$ cat src/rtl/core/multi_timer_table_core_macros.svh
// Assertion macros for the timer table core.
// Used by the top level only; needs nothing else.
`ifndef MULTI_TIMER_TABLE_CORE_MACROS_SVH
`define MULTI_TIMER_TABLE_CORE_MACROS_SVH

// Same-cycle implication, disabled during reset.
`define TMT_ASSERT_IMP(lbl, clk, rst_n, ante, cons, msg) \
    lbl: assert property (@(posedge clk) disable iff (!rst_n) (ante) |-> (cons)) \
        else $error(msg);

// Next-cycle implication, disabled during reset.
`define TMT_ASSERT_NXT(lbl, clk, rst_n, ante, cons, msg) \
    lbl: assert property (@(posedge clk) disable iff (!rst_n) (ante) |=> (cons)) \
        else $error(msg);

`endif

$ cat src/rtl/core/tmt_pkg.sv
// Shared types, codes and sizes for the timer table core.
// No dependencies.
package tmt_pkg;

    localparam int SLOTS  = 16;
    localparam int SLOT_W = (SLOTS > 1) ? $clog2(SLOTS) : 1;
    localparam int CNT_W  = $clog2(SLOTS + 1);

    localparam int FLAG_DEL = 0;
    localparam int FLAG_FIN = 1;

    typedef logic [SLOT_W-1:0] t_slot_idx;
    typedef logic [15:0]       t_handle;
    typedef logic [31:0]       t_ms;

    typedef enum logic [2:0] {
        MODE_ADD      = 3'd0,
        MODE_REMOVE   = 3'd1,
        MODE_UPDATE   = 3'd2,
        MODE_STATUS   = 3'd3,
        MODE_PREPARE  = 3'd4,
        MODE_CHECK    = 3'd5,
        MODE_DISPATCH = 3'd6
    } t_mode;

    typedef enum logic [1:0] {
        RC_OK        = 2'd0,
        RC_FULL      = 2'd1,
        RC_NOT_FOUND = 2'd2
    } t_res_code;

    typedef enum logic [1:0] {
        TS_INVALID  = 2'd0,
        TS_RUNNING  = 2'd1,
        TS_FINISHED = 2'd2
    } t_tstat;

    typedef enum logic [2:0] {
        ST_IDLE,
        ST_ADD,
        ST_FIND,
        ST_MODIFY,
        ST_SCAN,
        ST_DONE
    } t_state;

    typedef struct packed {
        logic [1:0] flags;
        logic       periodic;
        t_handle    handle;
        t_ms        interval;
        t_ms        remaining;
        t_ms        stamp;
        logic [1:0] status;
    } t_slot_rec;

    typedef struct packed {
        logic      alloc;
        logic      drop;
        logic      clr_pend_all;
        t_slot_idx idx;
        t_handle   handle;
    } t_tag_cmd;

    typedef struct packed {
        logic [SLOTS-1:0] used;
        logic [SLOTS-1:0] pending;
        logic             free_hit;
        t_slot_idx        free_idx;
        logic             match_hit;
        t_slot_idx        match_idx;
    } t_tag_stat;

    function automatic t_slot_rec arm_rec(t_handle handle, logic kind, t_ms ms, t_ms now);
        t_slot_rec rec;
        rec.flags     = 2'b00;
        rec.periodic  = kind;
        rec.handle    = handle;
        rec.interval  = ms;
        rec.remaining = ms;
        rec.stamp     = now;
        rec.status    = TS_RUNNING;
        return rec;
    endfunction

endpackage

$ cat src/rtl/core/tmt_slot_ram.sv
// Slot record memory: one write port, one registered read port.
// Depends on tmt_pkg.
module tmt_slot_ram
    import tmt_pkg::*;
(
    input  logic      i_clk,
    input  logic      i_wr_en,
    input  t_slot_idx i_wr_addr,
    input  t_slot_rec i_wr_data,
    input  logic      i_rd_en,
    input  t_slot_idx i_rd_addr,
    output t_slot_rec o_rd_data
);

    t_slot_rec r_mem [SLOTS];
    t_slot_rec r_rd_data;

    always_ff @(posedge i_clk) begin
        if (i_wr_en) begin
            r_mem[i_wr_addr] <= i_wr_data;
        end
    end

    always_ff @(posedge i_clk) begin
        if (i_rd_en) begin
            r_rd_data <= r_mem[i_rd_addr];
        end
    end

    assign o_rd_data = r_rd_data;

endmodule

$ cat src/rtl/core/tmt_tag_cam.sv
// Slot occupancy bits and handle tags with id lookup and free-slot search.
// Depends on tmt_pkg.
module tmt_tag_cam
    import tmt_pkg::*;
(
    input  logic      i_clk,
    input  logic      i_rst_n,
    input  t_tag_cmd  i_cmd,
    input  t_handle   i_lookup_id,
    output t_tag_stat o_stat
);

    logic [SLOTS-1:0] r_used;
    logic [SLOTS-1:0] n_used;
    logic [SLOTS-1:0] r_pending;
    logic [SLOTS-1:0] n_pending;
    t_handle          r_tag [SLOTS];

    always_comb begin
        n_used    = r_used;
        n_pending = r_pending;
        if (i_cmd.clr_pend_all) begin
            n_pending = '0;
        end
        if (i_cmd.alloc) begin
            n_used[i_cmd.idx]    = 1'b1;
            n_pending[i_cmd.idx] = 1'b1;
        end
        if (i_cmd.drop) begin
            n_used[i_cmd.idx]    = 1'b0;
            n_pending[i_cmd.idx] = 1'b0;
        end
    end

    always_ff @(posedge i_clk) begin
        if (!i_rst_n) begin
            r_used    <= '0;
            r_pending <= '0;
        end else begin
            r_used    <= n_used;
            r_pending <= n_pending;
        end
    end

    always_ff @(posedge i_clk) begin
        if (i_cmd.alloc) begin
            r_tag[i_cmd.idx] <= i_cmd.handle;
        end
    end

    // Pending matches win over active ones; lowest slot wins within each group.
    always_comb begin
        logic      hit;
        logic      pend_hit;
        logic      act_hit;
        t_slot_idx pend_idx;
        t_slot_idx act_idx;
        logic      free_hit;
        t_slot_idx free_idx;
        pend_hit = 1'b0;
        act_hit  = 1'b0;
        pend_idx = '0;
        act_idx  = '0;
        free_hit = 1'b0;
        free_idx = '0;
        for (int i = SLOTS - 1; i >= 0; i--) begin
            hit = r_used[i] && (r_tag[i] == i_lookup_id) && (i_lookup_id != '0);
            if (hit && r_pending[i]) begin
                pend_hit = 1'b1;
                pend_idx = t_slot_idx'(i);
            end
            if (hit && !r_pending[i]) begin
                act_hit = 1'b1;
                act_idx = t_slot_idx'(i);
            end
            if (!r_used[i]) begin
                free_hit = 1'b1;
                free_idx = t_slot_idx'(i);
            end
        end
        o_stat.used      = r_used;
        o_stat.pending   = r_pending;
        o_stat.free_hit  = free_hit;
        o_stat.free_idx  = free_idx;
        o_stat.match_hit = pend_hit || act_hit;
        o_stat.match_idx = pend_hit ? pend_idx : act_idx;
    end

endmodule

$ cat src/rtl/core/multi_timer_table_core.sv
// Top level of the timer table: operation sequencer and output register.
// Depends on tmt_pkg, tmt_slot_ram, tmt_tag_cam and the assertion macros.
//
// Usage: one operation per input transfer (i_in_valid/o_in_ready), carrying
// mode, timer id, kind, interval and the current millisecond time. Results
// leave through one output register (o_out_valid/i_out_ready); o_last marks
// the final result of an operation. Dispatch gives one result per fired
// timer followed by a closing result; every other mode gives one result.
// Steps, from input transfer to the edge that loads the result: add
// allocates a slot in ST_ADD; remove, update and status do a CAM lookup
// with record read in ST_FIND, then write back in ST_MODIFY; prepare,
// check and dispatch walk all SLOTS records one slot per cycle in ST_SCAN
// while the receiver stalls no dispatch result, and then close in ST_DONE.
// The next transfer is taken the cycle after the final result is loaded,
// and that result may still wait in the output register.
// A receiver stall holds the output register and, during dispatch, freezes
// the slot walk until the result is taken.
// Reset: synchronous, active low; all slots free, id counter cleared, no
// memory clearing pass is needed.
`include "multi_timer_table_core_macros.svh"

module multi_timer_table_core
    import tmt_pkg::*;
(
    input  logic        i_clk,
    input  logic        i_rst_n,
    input  logic        i_in_valid,
    output logic        o_in_ready,
    input  logic [2:0]  i_mode,
    input  logic [15:0] i_timer_id,
    input  logic        i_kind,
    input  logic [31:0] i_interval_ms,
    input  logic [31:0] i_now_ms,
    output logic        o_out_valid,
    input  logic        i_out_ready,
    output logic [15:0] o_result_id,
    output logic [1:0]  o_result_code,
    output logic [1:0]  o_timer_status,
    output logic [31:0] o_timeout_ms,
    output logic        o_any_ready,
    output logic        o_fired,
    output logic        o_last
);

    t_state      r_state;
    t_state      n_state;
    logic [2:0]  r_mode;
    t_handle     r_id;
    logic        r_kind;
    t_ms         r_interval;
    t_ms         r_now;
    t_ms         r_least;
    t_ms         n_least;
    logic        r_ready;
    logic        n_ready;
    t_handle     r_next_handle;
    t_handle     n_next_handle;
    logic [CNT_W-1:0] r_rd_cnt;
    logic [CNT_W-1:0] n_rd_cnt;
    logic        r_ev_valid;
    logic        n_ev_valid;
    t_slot_idx   r_ev_idx;
    t_slot_idx   n_ev_idx;
    t_slot_idx   r_sel;
    t_slot_idx   n_sel;
    logic        r_sel_pend;
    logic        n_sel_pend;

    logic        r_out_valid;
    logic        n_out_valid;
    t_handle     r_out_id;
    t_handle     n_out_id;
    logic [1:0]  r_out_code;
    logic [1:0]  n_out_code;
    logic [1:0]  r_out_status;
    logic [1:0]  n_out_status;
    t_ms         r_out_timeout;
    t_ms         n_out_timeout;
    logic        r_out_any;
    logic        n_out_any;
    logic        r_out_fired;
    logic        n_out_fired;
    logic        r_out_last;
    logic        n_out_last;

    logic        emit;
    t_handle     res_id;
    logic [1:0]  res_code;
    logic [1:0]  res_status;
    t_ms         res_timeout;
    logic        res_any;
    logic        res_fired;
    logic        res_last;

    logic        mem_wr_en;
    t_slot_idx   mem_wr_addr;
    t_slot_rec   mem_wr_data;
    logic        mem_rd_en;
    t_slot_idx   mem_rd_addr;
    t_slot_rec   rec;
    t_tag_cmd    tag_cmd;
    t_tag_stat   tag_stat;

    logic        in_fire;
    logic        out_free;
    logic        issue;
    logic        ev_used;
    logic        ev_pend;
    logic        ev_fire;
    logic        stall;
    t_ms         delta;
    t_ms         rem_sub;
    t_handle     new_handle;

    tmt_slot_ram u_ram (
        .i_clk     (i_clk),
        .i_wr_en   (mem_wr_en),
        .i_wr_addr (mem_wr_addr),
        .i_wr_data (mem_wr_data),
        .i_rd_en   (mem_rd_en),
        .i_rd_addr (mem_rd_addr),
        .o_rd_data (rec)
    );

    tmt_tag_cam u_cam (
        .i_clk       (i_clk),
        .i_rst_n     (i_rst_n),
        .i_cmd       (tag_cmd),
        .i_lookup_id (r_id),
        .o_stat      (tag_stat)
    );

    assign o_in_ready = (r_state == ST_IDLE);
    assign in_fire    = i_in_valid && o_in_ready;
    assign out_free   = !r_out_valid || i_out_ready;
    assign issue      = (r_rd_cnt != CNT_W'(SLOTS));
    assign ev_used    = tag_stat.used[r_ev_idx];
    assign ev_pend    = tag_stat.pending[r_ev_idx];
    assign delta      = r_now - rec.stamp;
    assign rem_sub    = rec.remaining - delta;
    assign new_handle = (r_next_handle == '1) ? 16'd1 : r_next_handle + 16'd1;
    assign ev_fire    = r_ev_valid && (r_mode == MODE_DISPATCH) && ev_used && !ev_pend
                        && (rec.remaining == '0) && (rec.flags == 2'b00);
    assign stall      = ev_fire && !out_free;

    always_comb begin
        n_state       = r_state;
        n_least       = r_least;
        n_ready       = r_ready;
        n_next_handle = r_next_handle;
        n_rd_cnt      = r_rd_cnt;
        n_ev_valid    = r_ev_valid;
        n_ev_idx      = r_ev_idx;
        n_sel         = r_sel;
        n_sel_pend    = r_sel_pend;

        emit        = 1'b0;
        res_id      = '0;
        res_code    = RC_OK;
        res_status  = TS_INVALID;
        res_timeout = '0;
        res_any     = 1'b0;
        res_fired   = 1'b0;
        res_last    = 1'b1;

        mem_wr_en   = 1'b0;
        mem_wr_addr = r_ev_idx;
        mem_wr_data = rec;
        mem_rd_en   = 1'b0;
        mem_rd_addr = r_rd_cnt[SLOT_W-1:0];
        tag_cmd     = '0;

        unique case (r_state)
            ST_IDLE: begin
                if (i_in_valid) begin
                    n_least    = '1;
                    n_ready    = 1'b0;
                    n_rd_cnt   = '0;
                    n_ev_valid = 1'b0;
                    unique case (i_mode) inside
                        MODE_ADD:                              n_state = ST_ADD;
                        MODE_REMOVE, MODE_UPDATE, MODE_STATUS: n_state = ST_FIND;
                        MODE_PREPARE, MODE_CHECK, MODE_DISPATCH: n_state = ST_SCAN;
                        default:                               n_state = ST_DONE;
                    endcase
                end
            end
            ST_ADD: begin
                if (out_free) begin
                    emit    = 1'b1;
                    n_state = ST_IDLE;
                    if (tag_stat.free_hit) begin
                        tag_cmd.alloc  = 1'b1;
                        tag_cmd.idx    = tag_stat.free_idx;
                        tag_cmd.handle = new_handle;
                        mem_wr_en      = 1'b1;
                        mem_wr_addr    = tag_stat.free_idx;
                        mem_wr_data    = arm_rec(new_handle, r_kind, r_interval, r_now);
                        n_next_handle  = new_handle;
                        res_id         = new_handle;
                    end else begin
                        res_code = RC_FULL;
                    end
                end
            end
            ST_FIND: begin
                if (tag_stat.match_hit) begin
                    mem_rd_en   = 1'b1;
                    mem_rd_addr = tag_stat.match_idx;
                    n_sel       = tag_stat.match_idx;
                    n_sel_pend  = tag_stat.pending[tag_stat.match_idx];
                    n_state     = ST_MODIFY;
                end else if (out_free) begin
                    emit     = 1'b1;
                    res_code = RC_NOT_FOUND;
                    n_state  = ST_IDLE;
                end
            end
            ST_MODIFY: begin
                if (out_free) begin
                    emit        = 1'b1;
                    n_state     = ST_IDLE;
                    mem_wr_addr = r_sel;
                    unique case (r_mode)
                        MODE_REMOVE: begin
                            if (r_sel_pend) begin
                                // pending timers are freed at once
                                tag_cmd.drop = 1'b1;
                                tag_cmd.idx  = r_sel;
                            end else begin
                                mem_wr_en                   = 1'b1;
                                mem_wr_data.flags[FLAG_DEL] = 1'b1;
                                mem_wr_data.status          = TS_INVALID;
                            end
                        end
                        MODE_UPDATE: begin
                            mem_wr_en   = 1'b1;
                            mem_wr_data = arm_rec(rec.handle, r_kind, r_interval, r_now);
                        end
                        MODE_STATUS: res_status = rec.status;
                        default: ;
                    endcase
                end
            end
            ST_SCAN: begin
                if (!stall) begin
                    if (r_ev_valid) begin
                        unique case (r_mode)
                            MODE_PREPARE: begin
                                if (ev_used) begin
                                    if (rec.flags[FLAG_DEL]) begin
                                        tag_cmd.drop = 1'b1;
                                        tag_cmd.idx  = r_ev_idx;
                                    end else if (rec.remaining < r_least) begin
                                        n_least = rec.remaining;
                                    end
                                end
                            end
                            MODE_CHECK: begin
                                if (ev_used && !ev_pend) begin
                                    mem_wr_en         = 1'b1;
                                    mem_wr_data.stamp = r_now;
                                    if (delta > rec.remaining) begin
                                        mem_wr_data.remaining = '0;
                                        n_ready               = 1'b1;
                                    end else begin
                                        mem_wr_data.remaining = rem_sub;
                                    end
                                end
                            end
                            MODE_DISPATCH: begin
                                if (ev_fire) begin
                                    mem_wr_en             = 1'b1;
                                    mem_wr_data.remaining = rec.interval;
                                    if (!rec.periodic) begin
                                        mem_wr_data.flags[FLAG_FIN] = 1'b1;
                                        mem_wr_data.status          = TS_FINISHED;
                                    end
                                    emit      = 1'b1;
                                    res_id    = rec.handle;
                                    res_fired = 1'b1;
                                    res_last  = 1'b0;
                                end
                            end
                            default: ;
                        endcase
                    end
                    // read the next slot while the current one is written back
                    if (issue) begin
                        mem_rd_en = 1'b1;
                        n_rd_cnt  = r_rd_cnt + CNT_W'(1);
                        n_ev_idx  = r_rd_cnt[SLOT_W-1:0];
                    end else begin
                        n_state = ST_DONE;
                    end
                    n_ev_valid = issue;
                end
            end
            ST_DONE: begin
                if (out_free) begin
                    emit    = 1'b1;
                    n_state = ST_IDLE;
                    if (r_mode == MODE_PREPARE) begin
                        tag_cmd.clr_pend_all = 1'b1;
                        res_timeout          = r_least;
                    end
                    if (r_mode == MODE_CHECK) begin
                        res_any = r_ready;
                    end
                end
            end
            default: n_state = ST_IDLE;
        endcase

        n_out_valid   = r_out_valid && !i_out_ready;
        n_out_id      = r_out_id;
        n_out_code    = r_out_code;
        n_out_status  = r_out_status;
        n_out_timeout = r_out_timeout;
        n_out_any     = r_out_any;
        n_out_fired   = r_out_fired;
        n_out_last    = r_out_last;
        if (emit) begin
            n_out_valid   = 1'b1;
            n_out_id      = res_id;
            n_out_code    = res_code;
            n_out_status  = res_status;
            n_out_timeout = res_timeout;
            n_out_any     = res_any;
            n_out_fired   = res_fired;
            n_out_last    = res_last;
        end
    end

    always_ff @(posedge i_clk) begin
        if (!i_rst_n) begin
            r_state       <= ST_IDLE;
            r_next_handle <= '0;
            r_rd_cnt      <= '0;
            r_ev_valid    <= 1'b0;
            r_out_valid   <= 1'b0;
        end else begin
            r_state       <= n_state;
            r_next_handle <= n_next_handle;
            r_rd_cnt      <= n_rd_cnt;
            r_ev_valid    <= n_ev_valid;
            r_out_valid   <= n_out_valid;
        end
    end

    always_ff @(posedge i_clk) begin
        if (in_fire) begin
            r_mode     <= i_mode;
            r_id       <= i_timer_id;
            r_kind     <= i_kind;
            r_interval <= i_interval_ms;
            r_now      <= i_now_ms;
        end
        r_least       <= n_least;
        r_ready       <= n_ready;
        r_ev_idx      <= n_ev_idx;
        r_sel         <= n_sel;
        r_sel_pend    <= n_sel_pend;
        r_out_id      <= n_out_id;
        r_out_code    <= n_out_code;
        r_out_status  <= n_out_status;
        r_out_timeout <= n_out_timeout;
        r_out_any     <= n_out_any;
        r_out_fired   <= n_out_fired;
        r_out_last    <= n_out_last;
    end

    assign o_out_valid    = r_out_valid;
    assign o_result_id    = r_out_id;
    assign o_result_code  = r_out_code;
    assign o_timer_status = r_out_status;
    assign o_timeout_ms   = r_out_timeout;
    assign o_any_ready    = r_out_any;
    assign o_fired        = r_out_fired;
    assign o_last         = r_out_last;

    `TMT_ASSERT_IMP(a_no_rw_collide, i_clk, i_rst_n, mem_wr_en && mem_rd_en, mem_wr_addr != mem_rd_addr, "record read and write hit the same slot")
    `TMT_ASSERT_IMP(a_emit_has_room, i_clk, i_rst_n, emit, out_free, "result produced while output register is occupied")
    `TMT_ASSERT_IMP(a_alloc_free_slot, i_clk, i_rst_n, tag_cmd.alloc, !tag_stat.used[tag_cmd.idx], "add allocated a slot that is in use")
    `TMT_ASSERT_NXT(a_last_ends_item, i_clk, i_rst_n, emit && res_last, r_state == ST_IDLE, "final result did not return the sequencer to idle")

endmodule

$ cat config.mk
export PLATFORM = sky130hd
export DESIGN_NAME = multi_timer_table_core
export DESIGN_NICKNAME = d
export VERILOG_FILES = /design/src/rtl/core/tmt_pkg.sv /design/src/rtl/core/tmt_slot_ram.sv /design/src/rtl/core/tmt_tag_cam.sv /design/src/rtl/core/multi_timer_table_core.sv
export VERILOG_INCLUDE_DIRS = /design/src /design/src/rtl/core
export SDC_FILE = /design/constraint.sdc
export NUM_CORES = 2
export LEC_CHECK = 0
export BUFFER_PORTS_ARGS = -buffer_cell sky130_fd_sc_hd__buf_2
export CAP_MARGIN = 20
export CORE_MARGIN = 10
export CORE_UTILIZATION = 47
export CTS_BUF_LIST = sky130_fd_sc_hd__clkbuf_4 sky130_fd_sc_hd__clkbuf_8 sky130_fd_sc_hd__clkbuf_16
export CTS_CLUSTER_SIZE = 20
export DETAILED_ROUTE_END_ITERATION = 12
export GPL_TIMING_DRIVEN = 1
export PLACE_DENSITY = 0.65
export SETUP_SLACK_MARGIN = 0.15
export SYNTH_ARGS = -nofsm -noshare
export SYNTH_HDL_FRONTEND = slang
export SYNTH_SLANG_ARGS = --single-unit
$ cat constraint.sdc
create_clock -name i_clk -period 7.8 [get_ports i_clk]
set_input_delay 0.78 -clock i_clk [delete_from_list [all_inputs] [get_ports i_clk]]
set_output_delay 0.78 -clock i_clk [all_outputs]
set_load 0.05 [all_outputs]
After elaboration in Yosys (flattened, before gate mapping)
Memory sizes are Yosys's and may differ from the RTL's. A register that Yosys moved wholly into a read port is not among the register bits.
Cells that the tools add are included.
{"block": "op_classes", "n_eq_ne": 47, "muxes": 236, "n_reduce_logical": 117, "bitwise_logic": 9, "add_sub_neg": 4, "n_lt_le_gt_ge": 6}
{"op": "$mux 117", "n": 3}
{"op": "$mux 32", "n": 10}
{"op": "$eq 16x16->1", "n": 16}
{"op": "$mux 4", "n": 62}
{"op": "$mux 16", "n": 13}
{"op": "$pmux 66 s3", "n": 1}
{"op": "$mux 66", "n": 2}
{"op": "$pmux 32 s2", "n": 2}
{"op": "$mux 113", "n": 1}
{"op": "$mux 1", "n": 102}
{"op": "$pmux 50 s2", "n": 1}
{"op": "$logic_and 1x1->1", "n": 74}
{"op": "$mux 64", "n": 1}
{"op": "$sub 32x32->32", "n": 2}
{"op": "$mux 20", "n": 2}
{"op": "$and 16x16->16", "n": 2}
{"op": "$gt 32x32->1", "n": 1}
{"op": "$logic_not 32->1", "n": 1}
{"op": "$lt 32x32->1", "n": 1}
{"op": "$or 16x16->16", "n": 2}
{"op": "$pmux 16 s2", "n": 1}
{"op": "$eq 3x3->1 const B", "n": 8}
{"op": "$ne 2x2->1 const B", "n": 12}
{"op": "$reduce_and 3->1", "n": 7}
{"op": "35 further kinds", "n": 92}
{"block": "word_totals", "inputBits": 88, "ff_bits": 239, "n_memories": 2, "mem_bits_rw": 2128, "output_inout_bits": 57, "wordCells": 445}
{"name": "u_ram.r_mem", "depth": 16, "width": 117, "read_ports": 1, "rd_ports_with_merged_regs": 1, "wr": 1, "line_no": "tmt_slot_ram.sv:15", "rtl": "t_slot_rec r_mem [SLOTS];"}
{"name": "u_cam.r_tag", "depth": 16, "width": 16, "read_ports": 16, "rd_ports_with_merged_regs": 0, "wr": 1, "line_no": "tmt_tag_cam.sv:17", "rtl": "t_handle r_tag [SLOTS];"}

Logic depth before layout (Yosys ltp)
{"block": "logic_depth", "ltp_word": 27, "mapped_depth": 30, "ltp_nobuf": 28}

Modules after synthesis
A second synthesis with hierarchy kept.
{"block": "unflattened", "cells_unflattened": 5473, "area_unflattened_um2": 100885.5}
{"mod": "tmt_slot_ram", "seq_area_each_um2": 59727.3, "cells_each": 2990, "area_each_um2": 73374.1, "n_inst": 1}
{"mod": "multi_timer_table_core", "seq_area_each_um2": 5955.7, "cells_each": 1554, "area_each_um2": 14649.0, "n_inst": 1}
{"mod": "tmt_tag_cam", "seq_area_each_um2": 8328.0, "cells_each": 929, "area_each_um2": 12862.3, "n_inst": 1}

Worst setup path after synthesis
Ideal clock, no wire load.
{"block": "synth_timing", "kind": "register to register", "start": "reg r_ev_idx[0]", "end": "mem u_ram.r_mem[1][0] (netlist name), enable pin", "synth_period_minus_slack_ps": 8468, "stages_incl_launch_ff": 12, "n_path_buf": 1, "setup_time_ps": 595, "arrival_time_ps": 7873, "path_slack_ps": -668, "cell_sequence": "edfxtp_1 -> buf_2 -> mux4_2 -> mux4_2 -> nor2_1 -> inv_1 -> nor4_1 -> and4_1 -> nor2_1 -> a21boi_0 -> nand2_1 -> nor2_1"}
{"block": "synth_via", "elab_chain_cells": 13, "word_cells_on_any_way": 23, "cone_classes": "mux: 16; reduce/logical: 7"}
{"element": "start, declared", "line_no": "multi_timer_table_core.sv:62", "rtl": "t_slot_idx r_ev_idx;"}
{"element": "start signal, assigned", "line_no": "multi_timer_table_core.sv:361", "rtl": "r_ev_idx <= n_ev_idx;"}
{"element": "$bmux 1 s4 (on tied branches)", "line_no": "multi_timer_table_core.sv:137, multi_timer_table_core.sv:138"}
{"element": "$mux 1 (on tied branches)", "line_no": "multi_timer_table_core.sv:137, multi_timer_table_core.sv:138"}
{"element": "$logic_and 1x1->1 or $logic_not 1->1 (tied branches)", "line_no": "multi_timer_table_core.sv:142, multi_timer_table_core.sv:260"}
{"element": "$logic_and 1x1->1", "line_no": "multi_timer_table_core.sv:142", "rtl": "assign ev_fire = r_ev_valid && (r_mode == MODE_DISPATCH) && ev_used && !ev_pend"}
{"element": "$logic_and 1x1->1 (2 in a row)", "line_no": "multi_timer_table_core.sv:143", "rtl": "&& (rec.remaining == '0) && (rec.flags == 2'b00);"}
{"element": "$mux 1", "line_no": "multi_timer_table_core.sv:272", "rtl": "if (ev_fire) begin"}
{"element": "$pmux 1 s2", "line_no": "multi_timer_table_core.sv:248", "rtl": "unique case (r_mode)"}
{"element": "$mux 1", "line_no": "multi_timer_table_core.sv:247", "rtl": "if (r_ev_valid) begin"}
{"element": "$mux 1", "line_no": "multi_timer_table_core.sv:246", "rtl": "if (!stall) begin"}
{"element": "$pmux 1 s3", "line_no": "multi_timer_table_core.sv:173", "rtl": "unique case (r_state)"}
{"element": "$mux 1", "line_no": "tmt_slot_ram.sv:19", "rtl": "if (i_wr_en) begin"}
{"element": "$mux 1 (implied by the code)", "line_no": "tmt_slot_ram.sv:20", "rtl": "r_mem[i_wr_addr] <= i_wr_data;"}
{"element": "end, declared", "line_no": "tmt_slot_ram.sv:15"}
Parallel ways exist; a longest one is shown, timed or not. The select of a mux whose other input is x is not followed.

==> tab_implementation.tex <==
\begin{tabular}{lr}
\hline
Metric & Value \\
\hline
\multicolumn{2}{l}{\textbf{Critical path}} \\
Startpoint type of the worst setup path & flip-flop \\
Slowest cell delay on critical path & 440 ps \\
Most common cell on crit path & a21oi\_1 \\
Crit Path Max Fanout & 20 \\
Kind of end point of the critical path & flip-flop \\
Startpoint-to-endpoint class of the critical path & reg -> reg \\
Worst path arrival time & 7350 ps \\
Master of the slowest instance on the critical path & edfxtp\_1 \\
Required @ worst endpoint & 8380 ps \\
\multicolumn{2}{l}{\textbf{Run}} \\
Number of maximum-capacitance constraint violations & 0 \\
\multicolumn{2}{l}{\textbf{Yosys}} \\
Warnings from Yosys & 0 \\
Number of register bits inferred by synthesis & 2,484 \\
Prevailing post-synth register cell & edfxtp\_1 \\
Share of flip-flops with an asynchronous set or reset after synthesis & 0\% \\
Cells taking the most area after synthesis & edfxtp\_1 69\%, mux2i\_1 4.5\%, mux2\_1 3.7\% \\
Area of the mapped netlist & 0.106 mm2 \\
Unique cell type count in the Yosys netlist & 98 \\
Cells after Synth & 6,894 \\
Sequential fraction of the synthesis area & 69.9\% \\
Synthesized area per cell & 15.3 um2 \\
Number of flops mapped to enable cells by yosys & 2,426 \\
Top-count cell post-synth & edfxtp\_1 \\
Yosys top cell area share & 68.9\% \\
Most instantiated cells after synthesis & 2,426 x edfxtp\_1, 722 x nand2\_1, 475 x o211ai\_1 \\
Post-Syn Nets & 7,081 \\
Cell accounting for the most synthesized area & edfxtp\_1 \\
\multicolumn{2}{l}{\textbf{Pwr}} \\
Switching power share of the total & 27.0\% \\
Portion of total power attributed to combinational logic & 14.9\% \\
Ratio of total power to cell area & 280 mW/mm2 \\
Part of the power in the clock network & 37.0\% \\
Power share of the sequential group & 48.1\% \\
Internal power & 24.4 mW \\
Leakage power of the design & 37.5 nW \\
Switching pwr & 9.02 mW \\
Maximum vdd ir drop & 0.168 mV \\
\multicolumn{2}{l}{\textbf{Timing}} \\
Final setup violation count & 0 \\
Period minus WS final & 6770 ps \\
Max-slew violations & 0 \\
Slew of the pin with the lowest slew margin & 1140 ps \\
Fin Hold WS & 62.8 ps \\
Unrepaired setup endpoints after global routing & false \\
Achievable Freq & 0.148 GHz \\
Tcrit/Tclk final & 86.8\% \\
Remaining max-slew budget at the tightest pin & 23.8\% \\
Post-route clock skew & 73.3 ps \\
Hold Vio Cnt, Final & 0 \\
\multicolumn{2}{l}{\textbf{Worst hold path}} \\
HP Class & in -> reg \\
\multicolumn{2}{l}{\textbf{Place}} \\
Final HPWL DP & 165,000 um \\
Port-buffer cells & 144 \\
\# placed instances & 9,877 \\
Placed Instance Area & 0.111 mm2 \\
Gp weighted congestion & 0.932 \\
\multicolumn{2}{l}{\textbf{Detailed routing}} \\
Violation count after the first detailed-route iteration & 6,616 \\
Count of unresolved DRC violations after routing & 0 \\
Drt pass-1 iters & 8 \\
Vias per inst & 5.97 \\
Average routed wire per standard cell & 28.1 um \\
Overall routed net length & 292,000 um \\
Vias post-DR & 62,000 \\
Post-detailed-route count of antenna-violating nets & 0 \\
\multicolumn{2}{l}{\textbf{Global routing}} \\
Largest net degree at the start of global routing & 145 \\
Wire length of the first global-routing pass & 420,000 um \\
Initial antenna violation count & 22 \\
Vias in the first global route & 60,400 \\
Tot GR Track Use & 23.2\% \\
Global route total overflow & 0 \\
\multicolumn{2}{l}{\textbf{Layout}} \\
Filler instances & 17,900 \\
Final layout net count & 7,395 \\
Final instance area & 0.119 mm2 \\
Number of standard cells in the final layout excluding fillers & 10,400 \\
FF+latch area & 0.0740 mm2 \\
Ratio of cells with drive above 1 in the final layout & 13.7\% \\
Total area of multi-input combinational cells & 0.0293 mm2 \\
P\&R area growth vs syn & 12.9\% \\
\multicolumn{2}{l}{\textbf{Status}} \\
Outcome & completed \\
\multicolumn{2}{l}{\textbf{Floorplan}} \\
Die height & 494 um \\
Die Area & 0.245 mm2 \\
Placeable core region & 0.224 mm2 \\
Initial Util & 47.1\% \\
Die span in x & 494 um \\
I/O pins & 145 \\
Number of cell rows & 174 \\
\multicolumn{2}{l}{\textbf{Clock tree}} \\
Post-CTS setup repair buffer count & 0 \\
Clock slew at reported path FFs & 60 ps \\
Number of buffers added by the clock tree synthesis step & 275 \\
Number of H-tree levels & 5 \\
CTS sink cnt & 2,484 \\
Source-to-sink clock delay at the later pin of the worst-skew pair & 940 ps \\
CTS max path bufs & 4 \\
CTS tree & built \\
Root buffer selected by CTS & clkbuf\_16 \\
\hline
\end{tabular}
[sequential cells by signal, indices dropped and copies added (netlist names), 32 cells and up]
register,flops
r_interval,32
u_cam.r_tag,256
r_least,32
u_ram.r_mem,1872
u_ram.o_rd_data,117
r_now,32
o_timeout_ms,32
[cells by family (layout without fill, tap and decap cells)]
family / after synthesis / in the layout / synth area share [%]
compound gates: 990 / 990 / 6.79
mux: 951 / 951 / 9.66
flops: 2484 / 2484 / 69.9
other cells: 0 / 7 / 0
xor+xnor: 330 / 330 / 2.73
simple gates: 1531 / 1531 / 7.05
fa+ha+maj: 99 / 99 / 1.18
buf+inv: 509 / 1006 / 2.64
[placed cells by master, fill, tap and decap left out, drive strengths merged, types with 11 or more instances in the layout]
master / n
edfxtp: 2426
xnor2: 269
clkbuf: 343
nor2: 152
a21oi: 133
and3: 32
o221a: 34
nand2: 722
o22ai: 28
dlygate4sd3: 45
ha: 97
nor4: 80
inv: 135
mux2i: 471
and2: 27
nand2b: 34
clkinv: 90
mux2: 471
nor3: 52
bufinv: 15
a21o: 67
o21ai: 94
nand4: 226
a222oi: 24
o211ai: 475
buf: 369
nand3: 78
nor2b: 37
o21a: 21
xor2: 61
dfxtp: 58
or4: 11
or3: 47
[metrics by stage]
stage | total power, mW | setup WS (ps) | utilization, % | setup TNS, ps
finish | 33.4 | 1030 | 53.2 | 0
floorplan | 19.3 | -668 | - | -1099290
global placement | 21.2 | 1290 | 49.2 | 0
global route | 34.5 | 665 | 53.2 | 0
detailed placement | 21.3 | 1260 | 49.2 | 0
CTS | 33.6 | 1210 | 53.2 | 0
[worst max-delay path: cells and delay by family (launching register included)]
| kind | cells | cell delay [ps] |
|---|---|---|
| AND/OR/NAND/NOR | 3 | 630 |
| AO/OA/AOI/OAI | 17 | 3810 |
| buffers and inverters | 2 | 670 |
| flip-flops | 1 | 440 |
| adder cells (fa/ha/maj) | 2 | 640 |
| XOR/XNOR | 1 | 230 |
[final cells by class]
type | instances | area share, %
multi-input combinational | 3901 | 24.5
tap | 2992 | 3.13
clock buffer | 343 | 6.28
timing repair buffer | 414 | 2.88
antenna | 7 | 0.0147
inverter | 132 | 0.415
sequential | 2484 | 62.0
clock inverter | 117 | 0.816
[path summary, 6_finish.rpt]
check	slack [ps]	end	depth (start not counted)	from
max	1030	u_ram.r_mem[4][41]	25	r_now[1]
min	60	r_interval[4]	1	i_interval_ms[4]
max reg2reg	1030	u_ram.r_mem[4][41]	25	r_now[1]
min reg2reg	520	r_next_handle[1]	2	r_next_handle[1]
[metal layers]
layer / global-route usage (%) / vias to the layer above / part of all wire, %
met2: 38.4 / 2514 / 48
met3: 3.63 / 592 / 7.2
met4: 7.91 / 4 / 3.5
met1: 31.2 / 31600 / 41
met5: 0 / - / 0.0075
li1: - / 27300 / -
[power by group through the flow]
stage / combinational [mW] / clock (mW) / sequential, mW
finish: 4.98 / 12.4 / 16.1
CTS: 4.97 / 12.5 / 16.1
detailed placement: 4.94 / 0 / 16.4
global placement: 4.85 / 0 / 16.4
global route: 5.37 / 13.1 / 16.1
floorplan: 2.94 / 0 / 16.3
[repair_timing]
action | in CTS | in global routing
resized for setup | 0 | 0
endpoints found under the hold margin | 45 | 0
hold buffers | 45 | 0
Power figures use the tool's default switching activity.
